[config.mk]
export PLATFORM = sky130hd
export DESIGN_NAME = eav_cordic_cell
export DESIGN_NICKNAME = d
export VERILOG_FILES = /design/src/hdl/eav_pkg.sv /design/src/hdl/eav_cordic_cell.sv
export SDC_FILE = /design/constraint.sdc
export NUM_CORES = 1
export LEC_CHECK = 0
export BUFFER_PORTS_ARGS = -buffer_cell sky130_fd_sc_hd__buf_2
export CORE_AREA = 2 2 315 317
export CTS_BUF_LIST = sky130_fd_sc_hd__clkbuf_4
export DETAILED_ROUTE_END_ITERATION = 16
export DIE_AREA = 0 0 317 319
export SYNTH_ARGS = -nofsm -noshare
export SYNTH_HDL_FRONTEND = slang
export SYNTH_SLANG_ARGS = --single-unit
[constraint.sdc]
create_clock -name i_clk -period 5.4 [get_ports i_clk]
set_clock_uncertainty 0.1 [all_clocks]
set_input_delay 0.54 -clock i_clk [delete_from_list [all_inputs] [get_ports i_clk]]
set_output_delay 0.54 -clock i_clk [all_outputs]
set_load 0.02 [all_outputs]
[src/hdl/eav_pkg.sv]
// ----------------------------------------------------------------------------
// eav_pkg
// Types and constants shared by the Euler-angle vector rotation blocks.
// ----------------------------------------------------------------------------
package eav_pkg;

    localparam int MaxIter = 30;

    // round(pi/180 * 2^32)
    localparam logic signed [27:0] Deg2Rad = 28'sd74961321;
    // CORDIC start value, inverse of the infinite-step gain in Q2.30
    localparam logic signed [33:0] GainQ30 = 34'sd652032874;
    localparam logic signed [32:0] OneQ30 = 33'sd1073741824;

    localparam logic [29:0] AtanQ30 [MaxIter] = '{
        30'd843314857, 30'd497837829, 30'd263043837, 30'd133525159, 30'd67021687,
        30'd33543516,  30'd16775851,  30'd8388437,   30'd4194283,   30'd2097149,
        30'd1048576,   30'd524288,    30'd262144,    30'd131072,    30'd65536,
        30'd32768,     30'd16384,     30'd8192,      30'd4096,      30'd2048,
        30'd1024,      30'd512,       30'd256,       30'd128,       30'd64,
        30'd32,        30'd16,        30'd8,         30'd4,         30'd2
    };

    typedef struct packed {
        logic signed [31:0] vec_x;
        logic signed [31:0] vec_y;
        logic signed [31:0] vec_z;
        logic signed [31:0] pitch_deg;
        logic signed [31:0] yaw_deg;
        logic signed [31:0] roll_deg;
    } t_in_item;

    typedef struct packed {
        logic signed [31:0] out_x;
        logic signed [31:0] out_y;
        logic signed [31:0] out_z;
        logic               saturated;
    } t_out_item;

    // one angle in flight: CORDIC x, y, residual z and cosine sign flip
    typedef struct packed {
        logic signed [33:0] x;
        logic signed [33:0] y;
        logic signed [33:0] z;
        logic               neg;
    } t_lane;

    // lane 0 pitch, lane 1 yaw, lane 2 roll
    typedef struct packed {
        t_lane [2:0]        lane;
        logic signed [31:0] vec_x;
        logic signed [31:0] vec_y;
        logic signed [31:0] vec_z;
    } t_cell;

endpackage

[src/hdl/eav_cordic_cell.sv]
// ----------------------------------------------------------------------------
// eav_cordic_cell
// One rotation-mode CORDIC step for all three angles.
// ----------------------------------------------------------------------------
module eav_cordic_cell import eav_pkg::*; #(
    parameter int STEP = 0
) (
    input  logic  i_clk,
    input  logic  i_en,
    input  t_cell i_cell,
    output t_cell o_cell
);

    localparam logic signed [33:0] Atan = {4'b0, AtanQ30[STEP]};

    t_cell n_cell;

    always_comb begin
        n_cell = i_cell;
        for (int k = 0; k < 3; k++) begin
            if (!i_cell.lane[k].z[33]) begin
                n_cell.lane[k].x = i_cell.lane[k].x - (i_cell.lane[k].y >>> STEP);
                n_cell.lane[k].y = i_cell.lane[k].y + (i_cell.lane[k].x >>> STEP);
                n_cell.lane[k].z = i_cell.lane[k].z - Atan;
            end else begin
                n_cell.lane[k].x = i_cell.lane[k].x + (i_cell.lane[k].y >>> STEP);
                n_cell.lane[k].y = i_cell.lane[k].y - (i_cell.lane[k].x >>> STEP);
                n_cell.lane[k].z = i_cell.lane[k].z + Atan;
            end
        end
    end

    always_ff @(posedge i_clk) begin
        if (i_en) begin
            o_cell <= n_cell;
        end
    end

endmodule

Word-level counts from Yosys, hierarchy flattened
Cells that the tools add are included.
Widths: inputs -> output; s select.
{"block": "totals", "regBits": 405, "latch_bits": 0, "ramBits": 0, "romBits": 0, "output_inout_bits": 405, "word_cells": 33, "mem_count": 0}
{"block": "classes", "addsub": 15, "multipliers": 0, "div_mod_pow": 0, "magnitude_cmp": 0, "eq_ne": 0, "shift": 0, "muxes": 3, "bitwise_logic": 0, "n_reduce_logical": 0}
{"operator": "$mux 102", "n": 3}
{"operator": "$sub 34x34->34", "n": 6}
{"operator": "$add 34x31->34 const B", "n": 3}
{"operator": "$add 34x34->34", "n": 3}
{"operator": "$sub 34x31->34 const B", "n": 3}

Logic depth before layout (Yosys ltp)
{"block": "depth", "ltp_word": 2, "mapped_depth": 17, "ltp_nobuf": 14}

Worst setup path after synthesis
No wires, ideal clock.
{"block": "synth_path", "kind": "input to register", "start": "in i_cell[130] (netlist name)", "end": "reg o_cell[127] (netlist name), data pin", "setup_time_ns": 0.258, "arrival_ns": 4.242, "t_required_ns": 5.042, "setup_slack_ns": 0.800, "path_stages": 16, "n_path_buf": 3, "cell_sequence": "clkbuf_1 -> inv_1 -> clkbuf_1 -> clkbuf_1 -> ha_1 -> nor2b_1 -> o31ai_1 -> a211oi_1 -> o41ai_1 -> a21o_1 -> a21oi_1 -> a221oi_1 -> o21bai_1 -> a41oi_1 -> nor2b_1 -> xnor2_1"}
{"item": "start: declaration", "line": "eav_cordic_cell.sv:10", "rtl": "input t_cell i_cell,"}
{"item": "end signal: assignment", "line": "eav_cordic_cell.sv:35", "rtl": "o_cell <= n_cell;"}
{"item": "end: declaration", "line": "eav_cordic_cell.sv:11", "rtl": "output t_cell o_cell"}

==> metrics.log <==
INFO  metric place.detailed.hpwl = 98700 µm
INFO  metric drtAntennaViolNets = 0
INFO  metric achievable-frequency = 0.229 GHz
INFO  metric mappedNetlistArea = 33300 µm²
INFO  metric sw_frac_of_total = 37.8%
INFO  metric worstHoldPathCells = 3
INFO  metric iter_0_drt_violations = 2761
INFO  metric mostFrequentLayoutCells = sky130_fd_sc_hd__buf_2 (807), sky130_fd_sc_hd__a21oi_1 (441), sky130_fd_sc_hd__edfxtp_1 (402), sky130_fd_sc_hd__ha_1 (393), sky130_fd_sc_hd__inv_1 (334)
INFO  metric detail_route.drc_violations = 0
INFO  metric critPathCaptureType = flop
INFO  metric post-route-util = 43.8%
INFO  metric post_cts_resized = 0
INFO  metric cts.sinks = 402
INFO  metric grt_antenna_before_repair = 36
INFO  metric postSynthAreaPerCell = 9.18 µm²
INFO  metric grt_use_total = 23.9%
INFO  metric final_common_cell = sky130_fd_sc_hd__buf_2
INFO  metric clock_power_share = 26.4%
INFO  metric hold_path_sink = o_cell[163]
INFO  metric grt_remaining_overflow = 0
INFO  metric synth.net_count = 4440
INFO  metric vdd_drop_max = 0.159 mV
INFO  metric ys_seq_elements = 402
INFO  metric worstMarginPinSlew = 954 ps
INFO  metric detail_route.wl_per_cell = 20.8 µm
INFO  metric largest_net_degree_at_the_start_of_global_routing = 106
INFO  metric boundaryPins = 812
INFO  metric die_area = 101000 µm²
INFO  metric starting_density = 34.1%
INFO  metric fill_cells = 9651
INFO  metric avgViaCountPerCell = 5.29
INFO  metric clk_pin_slew_worst_paths = 70 ps
INFO  metric maxSlewViolCount = 0
INFO  metric htreeDepth = 3
INFO  metric synth-edff-count = 402
INFO  metric internal_power = 7.26 mW
INFO  metric worst_ep_arrival_time = 5110 ps
INFO  metric synth_top_family_by_area = compound AO/OA/AOI/OAI gates
INFO  metric synthXorXnorAreaFrac = 7.39%
INFO  metric total_leakage_power = 19.3 nW
INFO  metric share_of_synthesized_area_occupied_by_flip_flops_and_latches = 36.2%
INFO  metric synthArstFlopShare = 0%
INFO  metric drive_gt1_share = 22.0%
INFO  metric syn_inst = 3628
INFO  metric fin_tns_setup = 0 ps
INFO  metric worstSetupPathType = input port to flop
INFO  metric yosys.cell_types.count = 81
INFO  metric timing.hold.worst.start = i_cell[197]
INFO  metric slowest_cell_on_crit_path = sky130_fd_sc_hd__dlygate4sd3_1
INFO  metric timing.final.crit_share = 80.9%
INFO  metric yosys.area_share.adder = 15.5%
INFO  metric design.final.nets = 5514
INFO  metric yosys.area_share.simple = 11.7%
INFO  metric critical-path-top-delay-family = buffers and inverters
INFO  metric stdcell_count = 6092
INFO  metric io_buffer_count = 811
INFO  metric dr_total_vias = 32251
INFO  metric max_flop_register = o_cell
INFO  metric max_cap_viols = 0
INFO  metric slowest_delay = 560 ps
INFO  metric clock_tree_from_tritoncts = yes
INFO  metric timing.slew.headroom = 36.4%
INFO  metric synth_mux_area_share = 1.51%
INFO  metric gpl.final_weighted_congestion = 0.957
INFO  metric critical_path_required = 6130 ps
INFO  metric total_switching_power = 4.40 mW
INFO  metric worstHoldPathType = input port to flop
INFO  metric syn2layout_area_growth = 28.6%
INFO  metric finalSetupViolations = 0
INFO  metric die_height = 319 µm
INFO  metric place_inst = 5611
INFO  metric biggestRegsByFlops = o_cell (402)
INFO  metric numCtsBuffers = 117
INFO  metric die_x = 317 µm
INFO  metric combinational_power_share = 37.6%
INFO  metric most_used_flip_flop_cell_after_synthesis = sky130_fd_sc_hd__edfxtp_1
INFO  metric outcome = finished, final reports clean
INFO  metric rsz0062_at_grt = false
INFO  metric number_of_global_route_vias_before_repair = 31215
INFO  metric worst_path_cell_trace = dlygate4sd3_1 > buf_4 > inv_2 > ha_1 > a21oi_1 > nor2_1 > nand4b_1 > and2_1 > o21a_1 > a211o_1 > a31oi_1 > nor3_1 > o31a_1 > o21ai_0 > o2bb2ai_1 > dlygate4sd3_1
INFO  metric report.power.total = 11.7 mW
INFO  metric placementRows = 115
INFO  metric largest_register_ff_count = 402
INFO  metric layout_min_cycle_time = 4370 ps
INFO  metric critical-path-top-cell-by-count = sky130_fd_sc_hd__dlygate4sd3_1
INFO  metric post-cts-setup-buffer-count = 0
INFO  metric setup.worst_path.start_class = input port
INFO  metric powerDensity = 272 nW/µm²
INFO  metric worst-path-max-fanout = 29
INFO  metric seqPwrFrac = 36.0%
INFO  metric coreArea = 97700 µm²
INFO  metric root_buffer_cell = sky130_fd_sc_hd__clkbuf_4
INFO  metric max-clock-path-buffers = 3
INFO  metric grt_first_pass_wirelength = 186000 µm
INFO  metric drt_wl_total = 126000 µm
INFO  metric finalHoldViolCount = 0
INFO  metric critical_path.n_buffers_inverters = 4
INFO  metric firstDrtPassIters = 6
INFO  metric yosysWarnings = 0
INFO  metric worst_setup_sp = i_cell[336]
INFO  metric synth_compound_area_share = 22.1%
[tightest hold or removal path, stage by stage]
cell and delay, ps:
sky130_fd_sc_hd__buf_2 100, sky130_fd_sc_hd__ha_1 260, sky130_fd_sc_hd__xnor2_1 150
[Yosys cell counts, types with 11 or more instances]
cell                        number  area (µm²)
sky130_fd_sc_hd__fa_1           12         240
sky130_fd_sc_hd__clkbuf_1      107         402
sky130_fd_sc_hd__xor2_1         54         473
sky130_fd_sc_hd__and3_1         22         138
sky130_fd_sc_hd__and2_1         15        93.8
sky130_fd_sc_hd__a211oi_1       37         278
sky130_fd_sc_hd__o2111ai_1      14         123
sky130_fd_sc_hd__mux2i_1        47         470
sky130_fd_sc_hd__a21oi_1       441        2210
sky130_fd_sc_hd__edfxtp_1      402       12100
sky130_fd_sc_hd__ha_1          393        4920
sky130_fd_sc_hd__nand2b_1       39         244
sky130_fd_sc_hd__a311oi_1       14         123
sky130_fd_sc_hd__a31oi_1        26         163
sky130_fd_sc_hd__nor2b_1        37         231
sky130_fd_sc_hd__o31a_1         11        96.3
sky130_fd_sc_hd__nor2_1        298        1120
sky130_fd_sc_hd__buf_1          18        67.6
sky130_fd_sc_hd__or2_2          15        93.8
sky130_fd_sc_hd__or3_1          23         144
sky130_fd_sc_hd__nor3_1         66         330
sky130_fd_sc_hd__a221o_1        11         110
sky130_fd_sc_hd__nor4_1         19         119
sky130_fd_sc_hd__inv_1         336        1260
sky130_fd_sc_hd__o21bai_1       84         631
sky130_fd_sc_hd__a21o_1         98         736
sky130_fd_sc_hd__o31ai_1        31         233
sky130_fd_sc_hd__nand3_1        45         225
sky130_fd_sc_hd__clkinv_1       15        56.3
sky130_fd_sc_hd__nand2_1       188         706
sky130_fd_sc_hd__o21a_1         25         188
sky130_fd_sc_hd__o21ai_0       233        1170
sky130_fd_sc_hd__o211ai_1       30         225
sky130_fd_sc_hd__nand4_1        25         156
sky130_fd_sc_hd__xnor2_1       227        1990
[layout make-up]
type	instances	area, µm²	area share (%)
Clock inverter	48	338	0.789
Tap cell	1287	1610	3.76
Sequential cell	402	12100	28.2
Multi-Input combinational cell	2738	19400	45.2
Inverter	353	1330	3.10
Timing Repair Buffer	1090	6860	16.0
Clock buffer	162	1220	2.84
Antenna cell	12	30.0	0.0701
[repair_timing]
item / CTS / global route
setup endpoints to repair: 0 / 0
hold buffers: 259 / 0
hold endpoints to repair: 307 / 0
[layer usage]
layer / part of all wire, % / up-vias / wire length (µm) / global-route usage [%]
met5: 0.16 / - / 198 / 0
met4: 2.9 / 30 / 3720 / 8.56
met3: 7.7 / 225 / 9790 / 5.77
met2: 47 / 1201 / 59200 / 39.3
met1: 42 / 15462 / 53500 / 30.2
li1: - / 15333 / - / -
[cell families after synthesis]
| logic type | Yosys count |
|---|---|
| buf+inv | 488 |
| xor+xnor | 281 |
| simple gates | 829 |
| flops | 402 |
| compound gates | 1173 |
| mux | 50 |
| fa+ha+maj | 405 |
[worst max path at each step]
stage             endpoint  cells after the start  slack (ps)
2_1_floorplan  o_cell[127]                     16         800
3_3_place_gp   o_cell[198]                     14         930
3_5_place_dp   o_cell[196]                     14         890
4_1_cts        o_cell[336]                     16        1240
5_1_grt        o_cell[336]                     16         910
6_report       o_cell[336]                     16        1030
[through the flow]
step	setup WS, ps	cell area, µm²	hold WS, ps
floorplan	800	33300	539
global placement	933	38600	617
detailed placement	890	38600	618
CTS	1240	42800	5.96
global route	912	42800	69.5
finish	1030	42800	138
[power by group through the flow]
| stage | Sequential (mW) | Clock (mW) | Combinational, mW |
|---|---|---|---|
| finish | 4.20 | 3.07 | 4.38 |
| floorplan | 4.82 | 0 | 2.01 |
| detailed placement | 4.26 | 0 | 4.11 |
| global route | 4.24 | 3.36 | 4.73 |
| global placement | 4.25 | 0 | 4.12 |
| CTS | 4.20 | 3.21 | 4.35 |
Power figures use the tool's default switching activity.
