## config.mk

```make
export PLATFORM = sky130hd
export DESIGN_NAME = eav_prep
export DESIGN_NICKNAME = d
export VERILOG_FILES = /design/src/hdl/eav_pkg.sv /design/src/hdl/eav_prep.sv
export SDC_FILE = /design/constraint.sdc
export NUM_CORES = 2
export LEC_CHECK = 0
export BUFFER_PORTS_ARGS = -buffer_cell sky130_fd_sc_hd__clkbuf_2
export CORE_MARGIN = 1.5
export CORE_UTILIZATION = 25
export DETAILED_ROUTE_END_ITERATION = 10
export GPL_ROUTABILITY_DRIVEN = 0
export PLACE_DENSITY = 0.37
export SYNTH_ARGS = -nofsm -noshare
export SYNTH_HDL_FRONTEND = slang
export SYNTH_SLANG_ARGS = --single-unit
```

## constraint.sdc

```tcl
create_clock -name i_clk -period 11.1 [get_ports i_clk]
set_input_delay 1.665 -clock i_clk [delete_from_list [all_inputs] [get_ports i_clk]]
set_output_delay 1.665 -clock i_clk [all_outputs]
set_load 0.005 [all_outputs]
```

## src/hdl/eav_pkg.sv

```systemverilog
// ----------------------------------------------------------------------------
// eav_pkg
// Types and constants shared by the Euler-angle vector rotation blocks.
// ----------------------------------------------------------------------------
package eav_pkg;

    localparam int MaxIter = 30;

    // round(pi/180 * 2^32)
    localparam logic signed [27:0] Deg2Rad = 28'sd74961321;
    // CORDIC start value, inverse of the infinite-step gain in Q2.30
    localparam logic signed [33:0] GainQ30 = 34'sd652032874;
    localparam logic signed [32:0] OneQ30 = 33'sd1073741824;

    localparam logic [29:0] AtanQ30 [MaxIter] = '{
        30'd843314857, 30'd497837829, 30'd263043837, 30'd133525159, 30'd67021687,
        30'd33543516,  30'd16775851,  30'd8388437,   30'd4194283,   30'd2097149,
        30'd1048576,   30'd524288,    30'd262144,    30'd131072,    30'd65536,
        30'd32768,     30'd16384,     30'd8192,      30'd4096,      30'd2048,
        30'd1024,      30'd512,       30'd256,       30'd128,       30'd64,
        30'd32,        30'd16,        30'd8,         30'd4,         30'd2
    };

    typedef struct packed {
        logic signed [31:0] vec_x;
        logic signed [31:0] vec_y;
        logic signed [31:0] vec_z;
        logic signed [31:0] pitch_deg;
        logic signed [31:0] yaw_deg;
        logic signed [31:0] roll_deg;
    } t_in_item;

    typedef struct packed {
        logic signed [31:0] out_x;
        logic signed [31:0] out_y;
        logic signed [31:0] out_z;
        logic               saturated;
    } t_out_item;

    // one angle in flight: CORDIC x, y, residual z and cosine sign flip
    typedef struct packed {
        logic signed [33:0] x;
        logic signed [33:0] y;
        logic signed [33:0] z;
        logic               neg;
    } t_lane;

    // lane 0 pitch, lane 1 yaw, lane 2 roll
    typedef struct packed {
        t_lane [2:0]        lane;
        logic signed [31:0] vec_x;
        logic signed [31:0] vec_y;
        logic signed [31:0] vec_z;
    } t_cell;

endpackage

```

## src/hdl/eav_prep.sv

```systemverilog
// ----------------------------------------------------------------------------
// eav_prep
// Four-stage angle front end: reduce mod 360, fold to +-90 degrees, convert
// to Q2.30 radians and load the CORDIC start values.
// ----------------------------------------------------------------------------
module eav_prep import eav_pkg::*; #(
    parameter int FRAC_BITS = 16
) (
    input  logic     i_clk,
    input  logic     i_en,
    input  t_in_item i_item,
    output t_cell    o_cell
);

    localparam int W   = 32 - FRAC_BITS;   // integer degrees
    localparam int UW  = W + 1;            // offset integer degrees
    localparam int QW  = UW - 8;           // quotient by 360
    localparam int S   = UW + 9;           // reciprocal shift
    localparam int RW  = FRAC_BITS + 10;   // folded angle
    localparam int HW  = RW - 16;          // high part of folded angle
    localparam int PHW = HW + 28;
    localparam int PW  = PHW + 17;
    localparam logic [63:0] KOff   = ((64'd1 << (W - 1)) + 64'd359) / 64'd360;
    localparam logic [63:0] Off    = KOff * 64'd360;
    localparam logic [63:0] MRecip = ((64'd1 << S) + 64'd359) / 64'd360;
    localparam logic signed [RW-1:0] Full    = RW'(64'd360 << FRAC_BITS);
    localparam logic signed [RW-1:0] Half    = RW'(64'd180 << FRAC_BITS);
    localparam logic signed [RW-1:0] Quarter = RW'(64'd90 << FRAC_BITS);

    logic signed [31:0] w_deg [3];
    logic [UW-1:0]      w_u   [3];
    logic [2*UW:0]      w_prod[3];
    logic [UW-1:0]      w_rem [3];
    logic signed [RW-1:0] w_t [3];
    logic               w_neg [3];
    logic signed [PW-1:0] w_p [3];
    logic signed [PW-1:0] w_zs[3];

    logic [UW-1:0]        r_u   [3];
    logic [QW-1:0]        r_q   [3];
    logic [FRAC_BITS-1:0] r_f   [3];
    logic signed [RW-1:0] r_r   [3];
    logic                 r_neg2[3];
    logic signed [PHW-1:0] r_phi[3];
    logic signed [44:0]   r_plo [3];
    logic                 r_neg3[3];
    logic signed [31:0]   r_vec [3][3];

    assign w_deg[0] = i_item.pitch_deg;
    assign w_deg[1] = i_item.yaw_deg;
    assign w_deg[2] = i_item.roll_deg;

    for (genvar g = 0; g < 3; g++) begin : g_lane
        // floor-mod: integer degrees mod 360, fraction bits kept as they are
        always_comb begin
            w_u[g]    = {w_deg[g][31], w_deg[g][31:FRAC_BITS]} + Off[UW-1:0];
            w_prod[g] = w_u[g] * MRecip[UW:0];
        end

        always_comb begin
            w_rem[g] = r_u[g] - UW'(r_q[g]) * UW'(360);
            w_t[g]   = {1'b0, w_rem[g][8:0], r_f[g]};
            w_neg[g] = 1'b0;
            if (w_t[g] > Half) begin
                w_t[g] = w_t[g] - Full;
            end
            if (w_t[g] > Quarter) begin
                w_t[g]   = Half - w_t[g];
                w_neg[g] = 1'b1;
            end else if (w_t[g] < -Quarter) begin
                w_t[g]   = -Half - w_t[g];
                w_neg[g] = 1'b1;
            end
        end

        always_comb begin
            w_p[g]  = (PW'(r_phi[g]) <<< 16) + PW'(r_plo[g]);
            w_zs[g] = w_p[g] >>> (FRAC_BITS + 2);
        end

        always_ff @(posedge i_clk) begin
            if (i_en) begin
                r_u[g]    <= w_u[g];
                r_q[g]    <= w_prod[g][2*UW -: QW];
                r_f[g]    <= w_deg[g][FRAC_BITS-1:0];
                r_r[g]    <= w_t[g];
                r_neg2[g] <= w_neg[g];
                r_phi[g]  <= HW'(r_r[g] >>> 16) * Deg2Rad;
                r_plo[g]  <= $signed({1'b0, r_r[g][15:0]}) * Deg2Rad;
                r_neg3[g] <= r_neg2[g];
            end
        end
    end

    // carry the vector alongside the angles and load the CORDIC start values
    always_ff @(posedge i_clk) begin
        if (i_en) begin
            r_vec[0][0] <= i_item.vec_x;
            r_vec[0][1] <= i_item.vec_y;
            r_vec[0][2] <= i_item.vec_z;
            r_vec[1]    <= r_vec[0];
            r_vec[2]    <= r_vec[1];
            o_cell.vec_x <= r_vec[2][0];
            o_cell.vec_y <= r_vec[2][1];
            o_cell.vec_z <= r_vec[2][2];
            for (int k = 0; k < 3; k++) begin
                o_cell.lane[k].x   <= GainQ30;
                o_cell.lane[k].y   <= '0;
                o_cell.lane[k].z   <= w_zs[k][33:0];
                o_cell.lane[k].neg <= r_neg3[k];
            end
        end
    end

endmodule

```

* Word-level counts from Yosys, hierarchy flattened
Memory sizes are Yosys's and may differ from the RTL's. A register that Yosys moved wholly into a read port is not among the register bits.
Index checks and enable logic that the tools add are counted.
** Operators by class
- Add/subtract/negate cells :: 18
- Multiply operators :: 12
- Mux-type cells :: 17
- Order comparisons :: 9
** Operators with widths (number)
- 26-bit two-way mux :: 9
- 52-bit by 45-bit adder with 52-bit output :: 3
- 25-bit by 26-bit subtractor with 26-bit output, first input constant :: 6
- 16-bit by 27-bit multiplier with 43-bit output, second input constant :: 3
- 10-bit by 28-bit multiplier with 38-bit output, second input constant :: 3
- 17-bit by 17-bit multiplier with 34-bit output, second input constant :: 3
- 26-bit by 24-bit > comparator with 1-bit output, second input constant :: 3
- 26-bit by 24-bit < comparator with 1-bit output, second input constant :: 3
- 25-bit by 25-bit subtractor with 26-bit output, second input constant :: 3
- 25-bit by 24-bit > comparator with 1-bit output, second input constant :: 3
- 17-bit by 16-bit adder with 17-bit output, second input constant :: 3
- 9-bit by 6-bit multiplier with 6-bit output, second input constant :: 3
- 9-bit subtractor :: 3
- 1-bit two-way mux :: 8
** Word-level totals
- Word-level logic and storage cells :: 68
- Input bits :: 194
- Memories kept :: 9
- Flip-flop bits (word level) :: 102
- Output and inout bits :: 405
- Memory bits (writable) :: 741
** Memories
- r_vec :: words 3, bits a word 96, read ports 3, clocked after Yosys merged registers in 1, write ports 3, RTL line eav_prep.sv:47 : logic signed [31:0] r_vec [3][3];
- r_plo :: words 3, bits a word 43, read ports 3, clocked after Yosys merged registers in 0, write ports 3, RTL line eav_prep.sv:45 : logic signed [44:0] r_plo [3];
- r_phi :: words 3, bits a word 38, read ports 3, clocked after Yosys merged registers in 0, write ports 3, RTL line eav_prep.sv:44 : logic signed [PHW-1:0] r_phi[3];
- r_r :: words 3, bits a word 26, read ports 3, clocked after Yosys merged registers in 0, write ports 3, RTL line eav_prep.sv:42 : logic signed [RW-1:0] r_r [3];
- r_u :: words 3, bits a word 17, read ports 3, clocked after Yosys merged registers in 0, write ports 3, RTL line eav_prep.sv:39 : logic [UW-1:0] r_u [3];
- r_f :: words 3, bits a word 16, read ports 3, clocked after Yosys merged registers in 0, write ports 3, RTL line eav_prep.sv:41 : logic [FRAC_BITS-1:0] r_f [3];
- +3 memories

* Depth between registers and ports, before layout
An unclocked memory read counts as a cell.
- Depth in word-level cells :: 8
- Mapped depth :: 27
- Mapped depth without buffers :: 27

* Least setup slack after synthesis
OpenSTA, ideal clock, no wires.
- Kind :: in2reg
- Start :: in i_item[21] (netlist bit)
- End :: mem r_q[0][23] (netlist bit), data pin
- Data required time :: 10.829 ns
- Path buffers :: 0
- Arrival time :: 7.471 ns
- Stages :: 24
- Slack :: 3.358 ns
- Library setup time :: 0.271 ns
- Path through :: inv_1 -> ha_1 -> inv_1 -> a21oi_1 -> xnor2_1 -> ha_1 -> fa_1 -> inv_1 -> fa_1 -> fa_1 -> inv_1 -> fa_1 -> inv_1 -> fa_1 -> inv_1 -> ha_1 -> o211ai_1 -> nor2_1 -> nand4_1 -> o311ai_0 -> o41ai_1 -> nor2_1 -> a2111oi_0 -> xnor2_1
** RTL lines
- from (decl) :: RTL line eav_prep.sv:11 : input t_in_item i_item,
- to (decl) :: RTL line eav_prep.sv:40 : logic [QW-1:0] r_q [3];

==> summary.txt <==
STA
  – Final Hold Vio Count: 0
  – Slew Viols, Final: 0
  – Setup Total Neg Slack: 0 ns
  – Final min period: 7.86 ns
  – Clock Skew: 0.0916 ns
  – # setup viols final: 0
  – Period utilisation layout: 70.8%
  – Max-slew headroom: 16.0%
  – RSZ-0062 raised after global routing: false
  – Worst-Margin Slew: 1.26 ns
  – Max Freq: 127 MHz

Routing
  – Antenna-violating nets left: 0
  – DRT iter0 DRCs: 1,735
  – Drt total wl: 195,000 um
  – Remaining DRCs: 0
  – Via count: 47.6k
  – Routed WL per cell: 16.7 um
  – Via density: 4.10
  – Drt pass-1 iters: 5

Synthesis
  – Average cell area after synthesis: 11.7 um2
  – Synthesized instance count: 6,837
  – Cell variety after synth: 90
  – Syn Std Cell Area: 80,100 um2
  – Yosys warns: 0
  – Synthesis-stage register bit count: 855
  – Register area share after synthesis: 32.1%
  – EDFF count, synth: 855
  – Asr flop ratio synth: 0%
  – Top FF cell, synth: edfxtp_1

Setup path
  – Worst path required time: 11.63 ns
  – R2R Path Start: r_r[0][57]
  – Crit path DAT: 8.39 ns
  – Crit path capture type: flop
  – Crit path max fanout: 6
  – Worst setup path category: in -> reg
  – CP startpoint: i_item[21]
  – Worst Setup Start Kind: input pin

Floorplan
  – Die width: 569 um
  – CORE AREA: 318,000 um2
  – Num rows: 207
  – Die area: 324,000 um2
  – Starting Density: 25.2%
  – DIE HEIGHT: 569 um
  – I/O Pins: 599

Global routing
  – Met1 usage: 16.1%
  – M2 GR Usage: 20.9%
  – Global routing's busiest layer: met2
  – Met3 GRT Util: 1.41%
  – Initial antenna violation count: 14
  – Largest net degree at the start of global routing: 180
  – GRT overflow: 0
  – Vias in the first global route: 51.8k
  – First-pass GRT wire length: 303,000 um
  – Tot GR Track Use: 12.0%

Place
  – Hpwl dp: 162,000 um
  – Port Buf Inserts: 394

Clock tree
  – Post-CTS Resized: 0
  – # hold bufs at CTS: 0
  – Deepest clock path buffer count: 4
  – CTS H-Tree Depth: 3
  – Clk pin slew, worst setup/hold paths: 0.06 ns
  – Root buf cell: clkbuf_16
  – Num Clock Sinks: 855
  – Inserted Clock Buffers: 114
  – Post-CTS Setup Bufs: 0
  – TritonCTS clock tree: done
  – Clock Latency Late Sink: 0.85 ns

Min path
  – Hold Crit Class: reg -> reg
  – Hold Crit Start: r_vec[0][58]

Outcome
  – Status: completed

Cells and area
  – Area delta synth->final: 12.8%
  – Commonest cells after routing, fill and taps aside: inv_1 (1,624), ha_1 (1,303), fa_1 (891)
  – Most common cell after layout, fill and taps aside: inv_1
  – Share of layout cells above drive strength 1: 8.86%
  – Final layout net count: 9,743

Flow run
  – Max_cap viols: 0
## stage by stage
stage | setup slack (ns) | cells | util (%) | hold WS (ns) | cell area (um2)
CTS | 3.21 | 11620 | 28.4 | 0.326 | 90300
detailed placement | 2.34 | 11419 | 27.2 | 0.405 | 86700
global placement | 2.42 | 11419 | 27.2 | 0.400 | 86700
floorplan | 3.36 | 7039 | - | 0.400 | 80900
global route | 2.68 | 11624 | 28.4 | 0.360 | 90400
finish | 3.24 | 11624 | 28.4 | 0.343 | 90400
## worst max-delay path: stages
cell,delay [ns]
clkbuf_2,0.10
inv_1,0.13
ha_1,0.26
xnor2_1,0.72
ha_1,0.40
inv_1,0.15
fa_1,0.44
fa_1,0.55
inv_1,0.06
fa_1,0.52
fa_1,0.56
inv_1,0.06
fa_1,0.53
inv_1,0.05
ha_1,0.28
o211ai_1,0.20
nor2_1,0.09
nand4_1,0.10
o311ai_0,0.22
o41ai_1,0.58
nor2_1,0.10
a2111oi_0,0.50
xnor2_1,0.13
## worst paths after layout
kind	end	slack [ns]	cells past startpoint
worst max-delay path	r_q[0][23]	3.24	23
worst max register to register	r_plo[0][128]	3.52	19
worst min register to register	r_vec[1][58]	0.34	0
worst min-delay path	r_vec[1][58]	0.34	0
## registers in the layout (all words and copies together), names as in the netlist
signal and flops:
r_phi 108, r_r 78, r_plo 81, r_neg3 3
o_cell 201, r_q 18, r_vec 288, r_u 27
r_f 48, r_neg2 3
## cell families after synthesis
group	after synthesis	share of synthesized area [%]
AOI/OAI and AO/OA	782	6.48
xor gates and xnor gates	410	4.49
adders and majority gates	2194	42.6
buffers and inverters	1846	9.65
DFF	855	32.1
muxes	10	0.130
other	2	0.00937
and+or+nand+nor	738	4.57
## layout make-up
| type | count | area, um2 |
|---|---|---|
| multi-input cells | 4338 | 47500 |
| clock buffers | 134 | 2930 |
| inverters | 1624 | 6100 |
| fillers | 32999 | 228000 |
| diodes | 4 | 10.0 |
| repair buffers | 422 | 2220 |
| clock inverters | 67 | 733 |
| flip-flops and latches | 855 | 25700 |
| well taps | 4180 | 5230 |
## synthesized netlist by cell type (all sizes together), types with 30 or more instances
master  count  area share (%)
nand4      33            0.26
o21bai     30            0.29
nor2      230             1.1
inv      1624             7.6
nand2     125            0.59
nand3      52            0.32
o21ai     132            0.83
nor3       73            0.46
edfxtp    855              32
xnor2     283             3.1
a211oi     31            0.29
or2        35            0.27
a21o       98            0.92
buf       216             2.0
xor2      127             1.4
a21oi     214             1.3
ha       1303              20
fa        891              22
o21a       68            0.64
nand2b     34            0.27
and2       30            0.23
## metal layers
layer / up-vias / share of wire [%]
li1: 23291 / -
met5: - / 0
met3: 166 / 3.0
met2: 626 / 48
met1: 23519 / 47
met4: 0 / 1.6
Power is not shown: default switching activity piles up to over one toggle a cycle in this logic, so the estimate is an artifact.
